<file path="src/rtl/core/lry_pkg.sv">
// ----------------------------------------------------------------------------
// lry_pkg
// Shared types, conversion weights and the channel clamp.
// ----------------------------------------------------------------------------
package lry_pkg;

    localparam int ChanW = 8;
    localparam int PixW  = 32;
    localparam int FwdW  = 26;
    localparam int InvW  = 28;
    localparam int FracW = 16;

    typedef logic [ChanW-1:0]        t_chan;
    typedef logic signed [ChanW:0]   t_chroma;
    typedef logic signed [FwdW-1:0]  t_fwd_sum;
    typedef logic signed [InvW-1:0]  t_inv_sum;

    localparam t_fwd_sum KYR  = 26'sd19595;
    localparam t_fwd_sum KYG  = 26'sd38470;
    localparam t_fwd_sum KYB  = 26'sd7471;
    localparam t_fwd_sum KCBR = 26'sd11058;
    localparam t_fwd_sum KCBG = 26'sd21710;
    localparam t_fwd_sum KHALF = 26'sd32768;
    localparam t_fwd_sum KCRG = 26'sd27439;
    localparam t_fwd_sum KCRB = 26'sd5329;

    localparam t_inv_sum KRCR = 28'sd91881;
    localparam t_inv_sum KGCB = 28'sd22554;
    localparam t_inv_sum KGCR = 28'sd46802;
    localparam t_inv_sum KBCB = 28'sd116130;

    localparam logic [0:0] CMD_LOAD  = 1'b0;
    localparam logic [0:0] CMD_PIXEL = 1'b1;

    // Floor shift by 16 and clamp to the channel range.
    function automatic t_chan clamp_chan(input t_inv_sum v);
        logic signed [InvW-FracW-1:0] s;
        t_chan                        res;
        s = v[InvW-1:FracW];
        if (s < 0) begin
            res = '0;
        end else if (s > 12'sd255) begin
            res = '1;
        end else begin
            res = s[ChanW-1:0];
        end
        return res;
    endfunction

endpackage

</file>
<file path="src/rtl/core/lry_if.sv">
// ----------------------------------------------------------------------------
// lry_if
// Stream channels for the input words and the result words.
// ----------------------------------------------------------------------------
interface lry_in_if;
    logic        valid;
    logic        ready;
    logic        cmd;
    logic [31:0] pixel_in;
    logic [7:0]  table_index;
    logic [7:0]  table_value;
    logic        last_in;

    modport source (output valid, cmd, pixel_in, table_index, table_value, last_in,
                    input ready);
    modport sink   (input valid, cmd, pixel_in, table_index, table_value, last_in,
                    output ready);
endinterface

interface lry_out_if;
    logic        valid;
    logic        ready;
    logic [31:0] pixel_out;
    logic        last_out;

    modport source (output valid, pixel_out, last_out, input ready);
    modport sink   (input valid, pixel_out, last_out, output ready);
endinterface

</file>
<file path="src/rtl/core/lry_inv.sv">
// ----------------------------------------------------------------------------
// lry_inv
// Inverse YCbCr to RGB transform in two stages: weighted sums, then clamp.
// ----------------------------------------------------------------------------
module lry_inv
    import lry_pkg::*;
(
    input  logic         i_clk,
    input  logic         i_rst_n,
    input  logic         i_en,
    input  logic         i_valid,
    input  t_chan        i_y,
    input  t_chroma      i_cb,
    input  t_chroma      i_cr,
    input  t_chan        i_alpha,
    input  logic         i_last,
    output logic         o_valid,
    output logic [31:0]  o_pixel,
    output logic         o_last
);

    t_inv_sum   n_rs, n_gs, n_bs;
    t_inv_sum   y_ext, cb_ext, cr_ext;
    t_inv_sum   r_rs, r_gs, r_bs;
    t_chan      r_alpha3;
    logic       r_last3;
    logic       r_v3;
    logic       r_v4;
    logic [31:0] r_pixel;
    logic       r_last4;

    always_comb begin
        y_ext  = $signed({4'b0, i_y, 16'b0});
        cb_ext = InvW'(i_cb);
        cr_ext = InvW'(i_cr);
        n_rs   = y_ext + cr_ext * KRCR;
        n_gs   = y_ext - cb_ext * KGCB - cr_ext * KGCR;
        n_bs   = y_ext + cb_ext * KBCB;
    end

    always_ff @(posedge i_clk) begin
        if (!i_rst_n) begin
            r_v3 <= 1'b0;
            r_v4 <= 1'b0;
        end else if (i_en) begin
            r_v3 <= i_valid;
            r_v4 <= r_v3;
        end
    end

    always_ff @(posedge i_clk) begin
        if (i_en) begin
            r_rs     <= n_rs;
            r_gs     <= n_gs;
            r_bs     <= n_bs;
            r_alpha3 <= i_alpha;
            r_last3  <= i_last;
            r_pixel  <= {r_alpha3, clamp_chan(r_bs), clamp_chan(r_gs), clamp_chan(r_rs)};
            r_last4  <= r_last3;
        end
    end

    assign o_valid = r_v4;
    assign o_pixel = r_pixel;
    assign o_last  = r_last4;

endmodule

</file>
<file path="src/rtl/core/luma_remap_ycbcr_pixel.sv">
// ----------------------------------------------------------------------------
// luma_remap_ycbcr_pixel
// Takes one word per clock: a pixel word is converted to YCbCr, its luma is
// replaced from a 256-entry table and it is converted back to clamped RGB
// with alpha kept; a table word writes one entry and gives no result. A pixel
// leaves through the forward-sum, table-lookup, inverse-sum and clamp
// registers in that order, and the pipeline sustains one word per cycle. The
// whole pipeline holds while a result is not taken. A table write is seen by
// every pixel accepted after it; table entries hold no value until written.
// ----------------------------------------------------------------------------
module luma_remap_ycbcr_pixel
    import lry_pkg::*;
(
    input  logic       i_clk,
    input  logic       i_rst_n,
    lry_in_if.sink     i_pix,
    lry_out_if.source  o_pix
);

    logic       en;
    t_chan      r_in, g_in, b_in;
    t_fwd_sum   n_ys, n_cbs, n_crs;

    logic       r_v1;
    logic       r_cmd1;
    t_fwd_sum   r_ys, r_cbs, r_crs;
    t_chan      r_alpha1;
    logic       r_last1;
    t_chan      r_idx1;
    t_chan      r_val1;

    logic       r_v2;
    t_chan      r_y;
    t_chroma    r_cb2, r_cr2;
    t_chan      r_alpha2;
    logic       r_last2;

    t_chan      r_luma [256];

    logic       inv_valid;

    assign en          = !inv_valid || o_pix.ready;
    assign i_pix.ready = en;

    always_comb begin
        r_in  = i_pix.pixel_in[7:0];
        g_in  = i_pix.pixel_in[15:8];
        b_in  = i_pix.pixel_in[23:16];
        n_ys  = FwdW'(r_in) * KYR + FwdW'(g_in) * KYG + FwdW'(b_in) * KYB;
        n_cbs = FwdW'(b_in) * KHALF - FwdW'(r_in) * KCBR - FwdW'(g_in) * KCBG;
        n_crs = FwdW'(r_in) * KHALF - FwdW'(g_in) * KCRG - FwdW'(b_in) * KCRB;
    end

    always_ff @(posedge i_clk) begin
        if (!i_rst_n) begin
            r_v1 <= 1'b0;
            r_v2 <= 1'b0;
        end else if (en) begin
            r_v1 <= i_pix.valid;
            r_v2 <= r_v1 && (r_cmd1 == CMD_PIXEL);
        end
    end

    always_ff @(posedge i_clk) begin
        if (en) begin
            r_cmd1   <= i_pix.cmd;
            r_ys     <= n_ys;
            r_cbs    <= n_cbs;
            r_crs    <= n_crs;
            r_alpha1 <= i_pix.pixel_in[31:24];
            r_last1  <= i_pix.last_in;
            r_idx1   <= i_pix.table_index;
            r_val1   <= i_pix.table_value;
            r_cb2    <= r_cbs[FwdW-2:FracW];
            r_cr2    <= r_crs[FwdW-2:FracW];
            r_alpha2 <= r_alpha1;
            r_last2  <= r_last1;
        end
    end

    // Writes and reads share the second stage, so table order follows word order.
    always_ff @(posedge i_clk) begin
        if (en) begin
            if (r_v1 && (r_cmd1 == CMD_LOAD)) begin
                r_luma[r_idx1] <= r_val1;
            end
            r_y <= r_luma[r_ys[FracW+ChanW-1:FracW]];
        end
    end

    lry_inv u_inv (
        .i_clk   (i_clk),
        .i_rst_n (i_rst_n),
        .i_en    (en),
        .i_valid (r_v2),
        .i_y     (r_y),
        .i_cb    (r_cb2),
        .i_cr    (r_cr2),
        .i_alpha (r_alpha2),
        .i_last  (r_last2),
        .o_valid (inv_valid),
        .o_pixel (o_pix.pixel_out),
        .o_last  (o_pix.last_out)
    );

    assign o_pix.valid = inv_valid;

    a_load_no_result: assert property (@(posedge i_clk) disable iff (!i_rst_n)
        en && r_v1 && (r_cmd1 == CMD_LOAD) |=> !r_v2)
        else $error("table word produced a result");

    a_pixel_advances: assert property (@(posedge i_clk) disable iff (!i_rst_n)
        en && r_v1 && (r_cmd1 == CMD_PIXEL) |=> r_v2)
        else $error("pixel word lost between stages");

    a_stall_holds_luma: assert property (@(posedge i_clk) disable iff (!i_rst_n)
        !en && r_v2 |=> r_v2 && $stable(r_y))
        else $error("luma lookup changed during stall");

endmodule
</file>
<file path="src/flat_wrapper.sv">
// flat-port wrapper written by rule: the top's interface ports become plain ports
module luma_remap_ycbcr_pixel_flat import lry_pkg::*;
  (i_clk, i_rst_n, i_pix_valid, i_pix_cmd, i_pix_pixel_in, i_pix_table_index, i_pix_table_value, i_pix_last_in, i_pix_ready, o_pix_valid, o_pix_pixel_out, o_pix_last_out, o_pix_ready);
  lry_in_if i_pix_i ();
  lry_out_if o_pix_i ();
  input  logic i_clk;
  input  logic i_rst_n;
  input wire logic [$bits(i_pix_i.valid)-1:0] i_pix_valid;
  input wire logic [$bits(i_pix_i.cmd)-1:0] i_pix_cmd;
  input wire logic [$bits(i_pix_i.pixel_in)-1:0] i_pix_pixel_in;
  input wire logic [$bits(i_pix_i.table_index)-1:0] i_pix_table_index;
  input wire logic [$bits(i_pix_i.table_value)-1:0] i_pix_table_value;
  input wire logic [$bits(i_pix_i.last_in)-1:0] i_pix_last_in;
  output wire logic [$bits(i_pix_i.ready)-1:0] i_pix_ready;
  output wire logic [$bits(o_pix_i.valid)-1:0] o_pix_valid;
  output wire logic [$bits(o_pix_i.pixel_out)-1:0] o_pix_pixel_out;
  output wire logic [$bits(o_pix_i.last_out)-1:0] o_pix_last_out;
  input wire logic [$bits(o_pix_i.ready)-1:0] o_pix_ready;
  assign i_pix_i.valid = i_pix_valid;
  assign i_pix_i.cmd = i_pix_cmd;
  assign i_pix_i.pixel_in = i_pix_pixel_in;
  assign i_pix_i.table_index = i_pix_table_index;
  assign i_pix_i.table_value = i_pix_table_value;
  assign i_pix_i.last_in = i_pix_last_in;
  assign i_pix_ready = i_pix_i.ready;
  assign o_pix_valid = o_pix_i.valid;
  assign o_pix_pixel_out = o_pix_i.pixel_out;
  assign o_pix_last_out = o_pix_i.last_out;
  assign o_pix_i.ready = o_pix_ready;
  luma_remap_ycbcr_pixel u_core (.i_clk(i_clk), .i_rst_n(i_rst_n), .i_pix(i_pix_i), .o_pix(o_pix_i));
endmodule
</file>
<file path="config.mk">
export PLATFORM = sky130hd
export DESIGN_NAME = luma_remap_ycbcr_pixel_flat
export DESIGN_NICKNAME = d
export VERILOG_FILES = /design/src/rtl/core/lry_pkg.sv /design/src/rtl/core/lry_if.sv /design/src/rtl/core/lry_inv.sv /design/src/rtl/core/luma_remap_ycbcr_pixel.sv /design/src/flat_wrapper.sv
export SDC_FILE = /design/constraint.sdc
export NUM_CORES = 2
export LEC_CHECK = 0
export BUFFER_PORTS_ARGS = -buffer_cell sky130_fd_sc_hd__clkbuf_2
export CORE_ASPECT_RATIO = 0.9
export CORE_MARGIN = 8
export CORE_UTILIZATION = 40
export DETAILED_ROUTE_END_ITERATION = 7
export SYNTH_ARGS = -nofsm -noshare
export SYNTH_HDL_FRONTEND = slang
export SYNTH_SLANG_ARGS = --single-unit
</file>
<file path="constraint.sdc">
create_clock -name i_clk -period 6.83 [get_ports i_clk]
set_clock_uncertainty 0.1 [all_clocks]
set_input_delay 0.3415 -clock i_clk [delete_from_list [all_inputs] [get_ports i_clk]]
set_output_delay 0.3415 -clock i_clk [all_outputs]
set_load 0.005 [all_outputs]
</file>
==> flow_summary.yaml <==
clock_tree:
  cts.htree.levels: 4
  cts_tree: "built"
  numCtsBuffers: 230
  cts_root_buf: "clkbuf_16"
  clk_pin_slew_ns: 0.06
  clock_sink_count: 2216
  clk_path_buf_depth: 4
  worstSkewPairLatency_ns: 0.90
timing:
  rsz0062_at_grt: "true"
  drv_slew: 0
  relSlewSlack_pct: 9.502
  fin_crit_sh_pct: 101.3
  hold_viol: 0
  max_freq_ghz: 0.1446
  post-route-min-period_ns: 6.916
  worst_slack_ns: -0.08613
  setup_viol: 1
  tightest_slew_ns: 1.357
critical_path:
  start_kind: "flop"
  crit_fanout: 4
  worstSetupPathType: "reg -> reg"
  cp.arrival_ns: 7.36
  critPathCaptureType: "flop"
  r2r-start: "u_core.r_cr2[4]"
  reg2reg_slack_ns: -0.09
  crit_required_ns: 7.27
  rr_worst_depth: 27
  r2r-end: "u_core.u_inv.r_rs[26]"
placement:
  io_buffers: 88
  dp_cells: 10090
  gp_congestion: 0.8541
  dp_hpwl_um: 174500
drt:
  dr.pass1.iters: 5
  drt-total-wl_um: 257800
  vias: 56600
  wl_met3_um: 19140
  post_drt_wl_per_cell_um: 24.40
  ant_nets: 0
  top_layer: "met5"
  avgViaCountPerCell: 5.358
  met1_length_um: 112500
  drc: 0
  wl_met2_um: 120000
  drt-initial-drc-count: 4739
logic_synthesis:
  synth.area.top_cells: "edfxtp_1 61%, mux4_2 14%, ha_1 8.2%"
  synth_area_sq_mm: 0.1091
  synth-async-reset-ratio_pct: 0
  ys_seq_area_share_pct: 60.95
  synth_top_cell_area_share_pct: 60.88
  synth_edf_count: 2212
  syn_nets: 7345
  synth_top_area_cell: "edfxtp_1"
  synthCells: 6200
  synth_cell_types: 71
  ys_warn_count: 0
  synth-seq-cells: 2216
  synth-main-ff-cell: "edfxtp_1"
  avgSynthCellArea_sq_um: 17.60
floorplanning:
  pin_count: 89
  die_x_um: 566.5
  die_h_um: 511.5
  start_util_pct: 40.06
  die-area_sq_mm: 0.2898
  core.rowCount: 182
  core_sq_mm: 0.2724
outcome:
  outcome: "finished with violations"
  violations: "negative setup slack"
cells_and_area:
  layout_common_cells: "2212 x edfxtp_1, 712 x inv_1, 691 x ha_1"
  drive_above_1_share_pct: 23.84
  nets: 7935
  num-fill-cells: 23200
  area_growth_pct: 14.66
  final_util_pct: 45.94
  final_common_cell: "edfxtp_1"
  finalNonFillerCells: 10560
hold_path:
  hold_class: "in -> reg"
  worstHoldStart: "i_pix_cmd"
  holdPathEnd: "u_core.r_cmd1"
  hold_path_depth: 2
global_routing:
  grt_pass1_vias: 58860
  antenna_found_initial: 13
  grt_max_degree: 256
  grt_overflow_total: 0
  grt_pass1_wl_um: 384100
  grt_usage_pct: 17.46
run:
  drv_cap: 0
-- per-stage QoR --
stage | hold WS, ns | setup WS (ns) | area [sq um] | TNS, ns
after CTS | 0.01119 | -0.1230 | 124700 | -0.1230
after detailed placement | 0.3045 | -0.7104 | 116700 | -9.299
after global routing | 0.04305 | -0.3981 | 125100 | -0.6857
after floorplan | 0.3003 | -0.1375 | 109300 | -0.3501
final | 0.08105 | -0.08613 | 125100 | -0.08613
after global placement | 0.3010 | -0.6692 | 116700 | -8.605
-- layout make-up --
class                           count  area (sq um)  area share [%]
Antenna cell                        8         20.02         0.01600
Clock buffer                      269          5966           4.769
Clock inverter                    141          1325           1.059
Inverter                          727          2746           2.195
Multi-Input combinational cell   3068         39760           31.78
Sequential cell                  2216         66500           53.16
Tap cell                         3588          4489           3.588
Timing Repair Buffer              547          4294           3.432
-- cells in the mapped netlist (all sizes together), types with 3 or more instances --
cell type	count
edfxtp	2212
inv	727
ha	719
mux4	680
nor2	406
fa	372
a21oi	132
clkbuf	113
xnor2	113
nand2	91
buf	76
o21ai	64
xor2	64
nor3	49
a21o	48
nand3	45
nor2b	33
o21a	24
nand2b	19
o21bai	19
and3	17
or2	15
a211oi	14
a21boi	13
a31oi	12
a211o	10
a31o	10
o211ai	10
or3	10
nand4	9
and4	8
nor3b	7
nand3b	6
and2	5
dfxtp	4
o2111ai	4
o211a	4
a221o	3
-- worst max path at each step --
| stage | startpoint | endpoint | slack, ns | depth (start not counted) |
|---|---|---|---|---|
| floorplan | i_pix_pixel_in[14] | u_core.r_crs[21] | -0.14 | 25 |
| global placement | i_pix_pixel_in[13] | u_core.r_crs[21] | -0.67 | 27 |
| CTS | u_core.r_cr2[5] | u_core.u_inv.r_rs[26] | -0.12 | 27 |
| finish | u_core.r_cr2[4] | u_core.u_inv.r_rs[26] | -0.09 | 27 |
| detailed placement | i_pix_pixel_in[13] | u_core.r_crs[21] | -0.71 | 27 |
| global route | u_core.r_cr2[3] | u_core.u_inv.r_rs[26] | -0.40 | 26 |
-- state kept, by name (all words and copies together) (netlist names), 8 cells and up --
signal                 count
u_core.r_luma           2048
u_core.r_cbs               9
u_core.r_cr2               9
u_core.r_idx1              8
u_core.u_inv.r_alpha3      8
u_core.r_crs               9
u_core.r_ys                8
u_core.r_alpha2            8
u_core.u_inv.o_pixel      32
u_core.r_cb2               9
u_core.u_inv.r_gs         11
u_core.u_inv.r_rs         12
u_core.r_y                 8
u_core.r_alpha1            8
u_core.u_inv.r_bs         12
u_core.r_val1              8
-- worst max-delay path: stages, from the launching register on --
cell	delay, ns
edfxtp_1	0.43
fa_2	0.50
fa_1	0.51
inv_2	0.04
fa_1	0.53
inv_2	0.04
fa_2	0.54
ha_4	0.20
ha_4	0.16
a2111oi_4	0.33
o21ai_1	0.13
a221o_1	0.40
a41o_1	0.30
o21a_1	0.22
nor2_2	0.12
nor2b_1	0.06
nor2_1	0.11
xnor2_1	0.10
ha_1	0.30
inv_1	0.04
o21bai_1	0.16
a21oi_2	0.09
o21a_1	0.20
buf_4	0.14
a211o_1	0.26
a222oi_1	0.29
o21ai_1	0.13
xor2_1	0.15
-- timing repair --
action / in CTS / in global routing
buffers inserted: 13 / 10
gates resized for setup: 39 / 72
hold buffers: 31 / 0
pin swaps: 23 / 60
setup endpoints to repair: 7 / 21
hold endpoints to repair: 30 / 0
-- metal layers --
layer	up-vias	global-route usage, %
li1	24880	-
met1	29630	24.68
met2	1752	27.61
met3	332	4.120
met4	6	3.946
met5	-	0
-- kinds of logic (layout without fill, tap and decap cells) --
| logic type | Yosys count | in the layout | share of synthesized area [%] |
|---|---|---|---|
| other | 0 | 8 | 0 |
| adder cells (fa/ha/maj) | 1092 | 1092 | 15.08 |
| flip-flops | 2216 | 2216 | 60.95 |
| buffers and inverters | 916 | 1684 | 3.207 |
| multiplexers | 682 | 682 | 14.05 |
| XOR/XNOR | 177 | 177 | 1.421 |
| AO/OA/AOI/OAI | 390 | 390 | 2.314 |
| AND/OR/NAND/NOR | 727 | 727 | 2.970 |
Power is not shown: default switching activity piles up to over one toggle a cycle in this logic, so the estimate is an artifact.
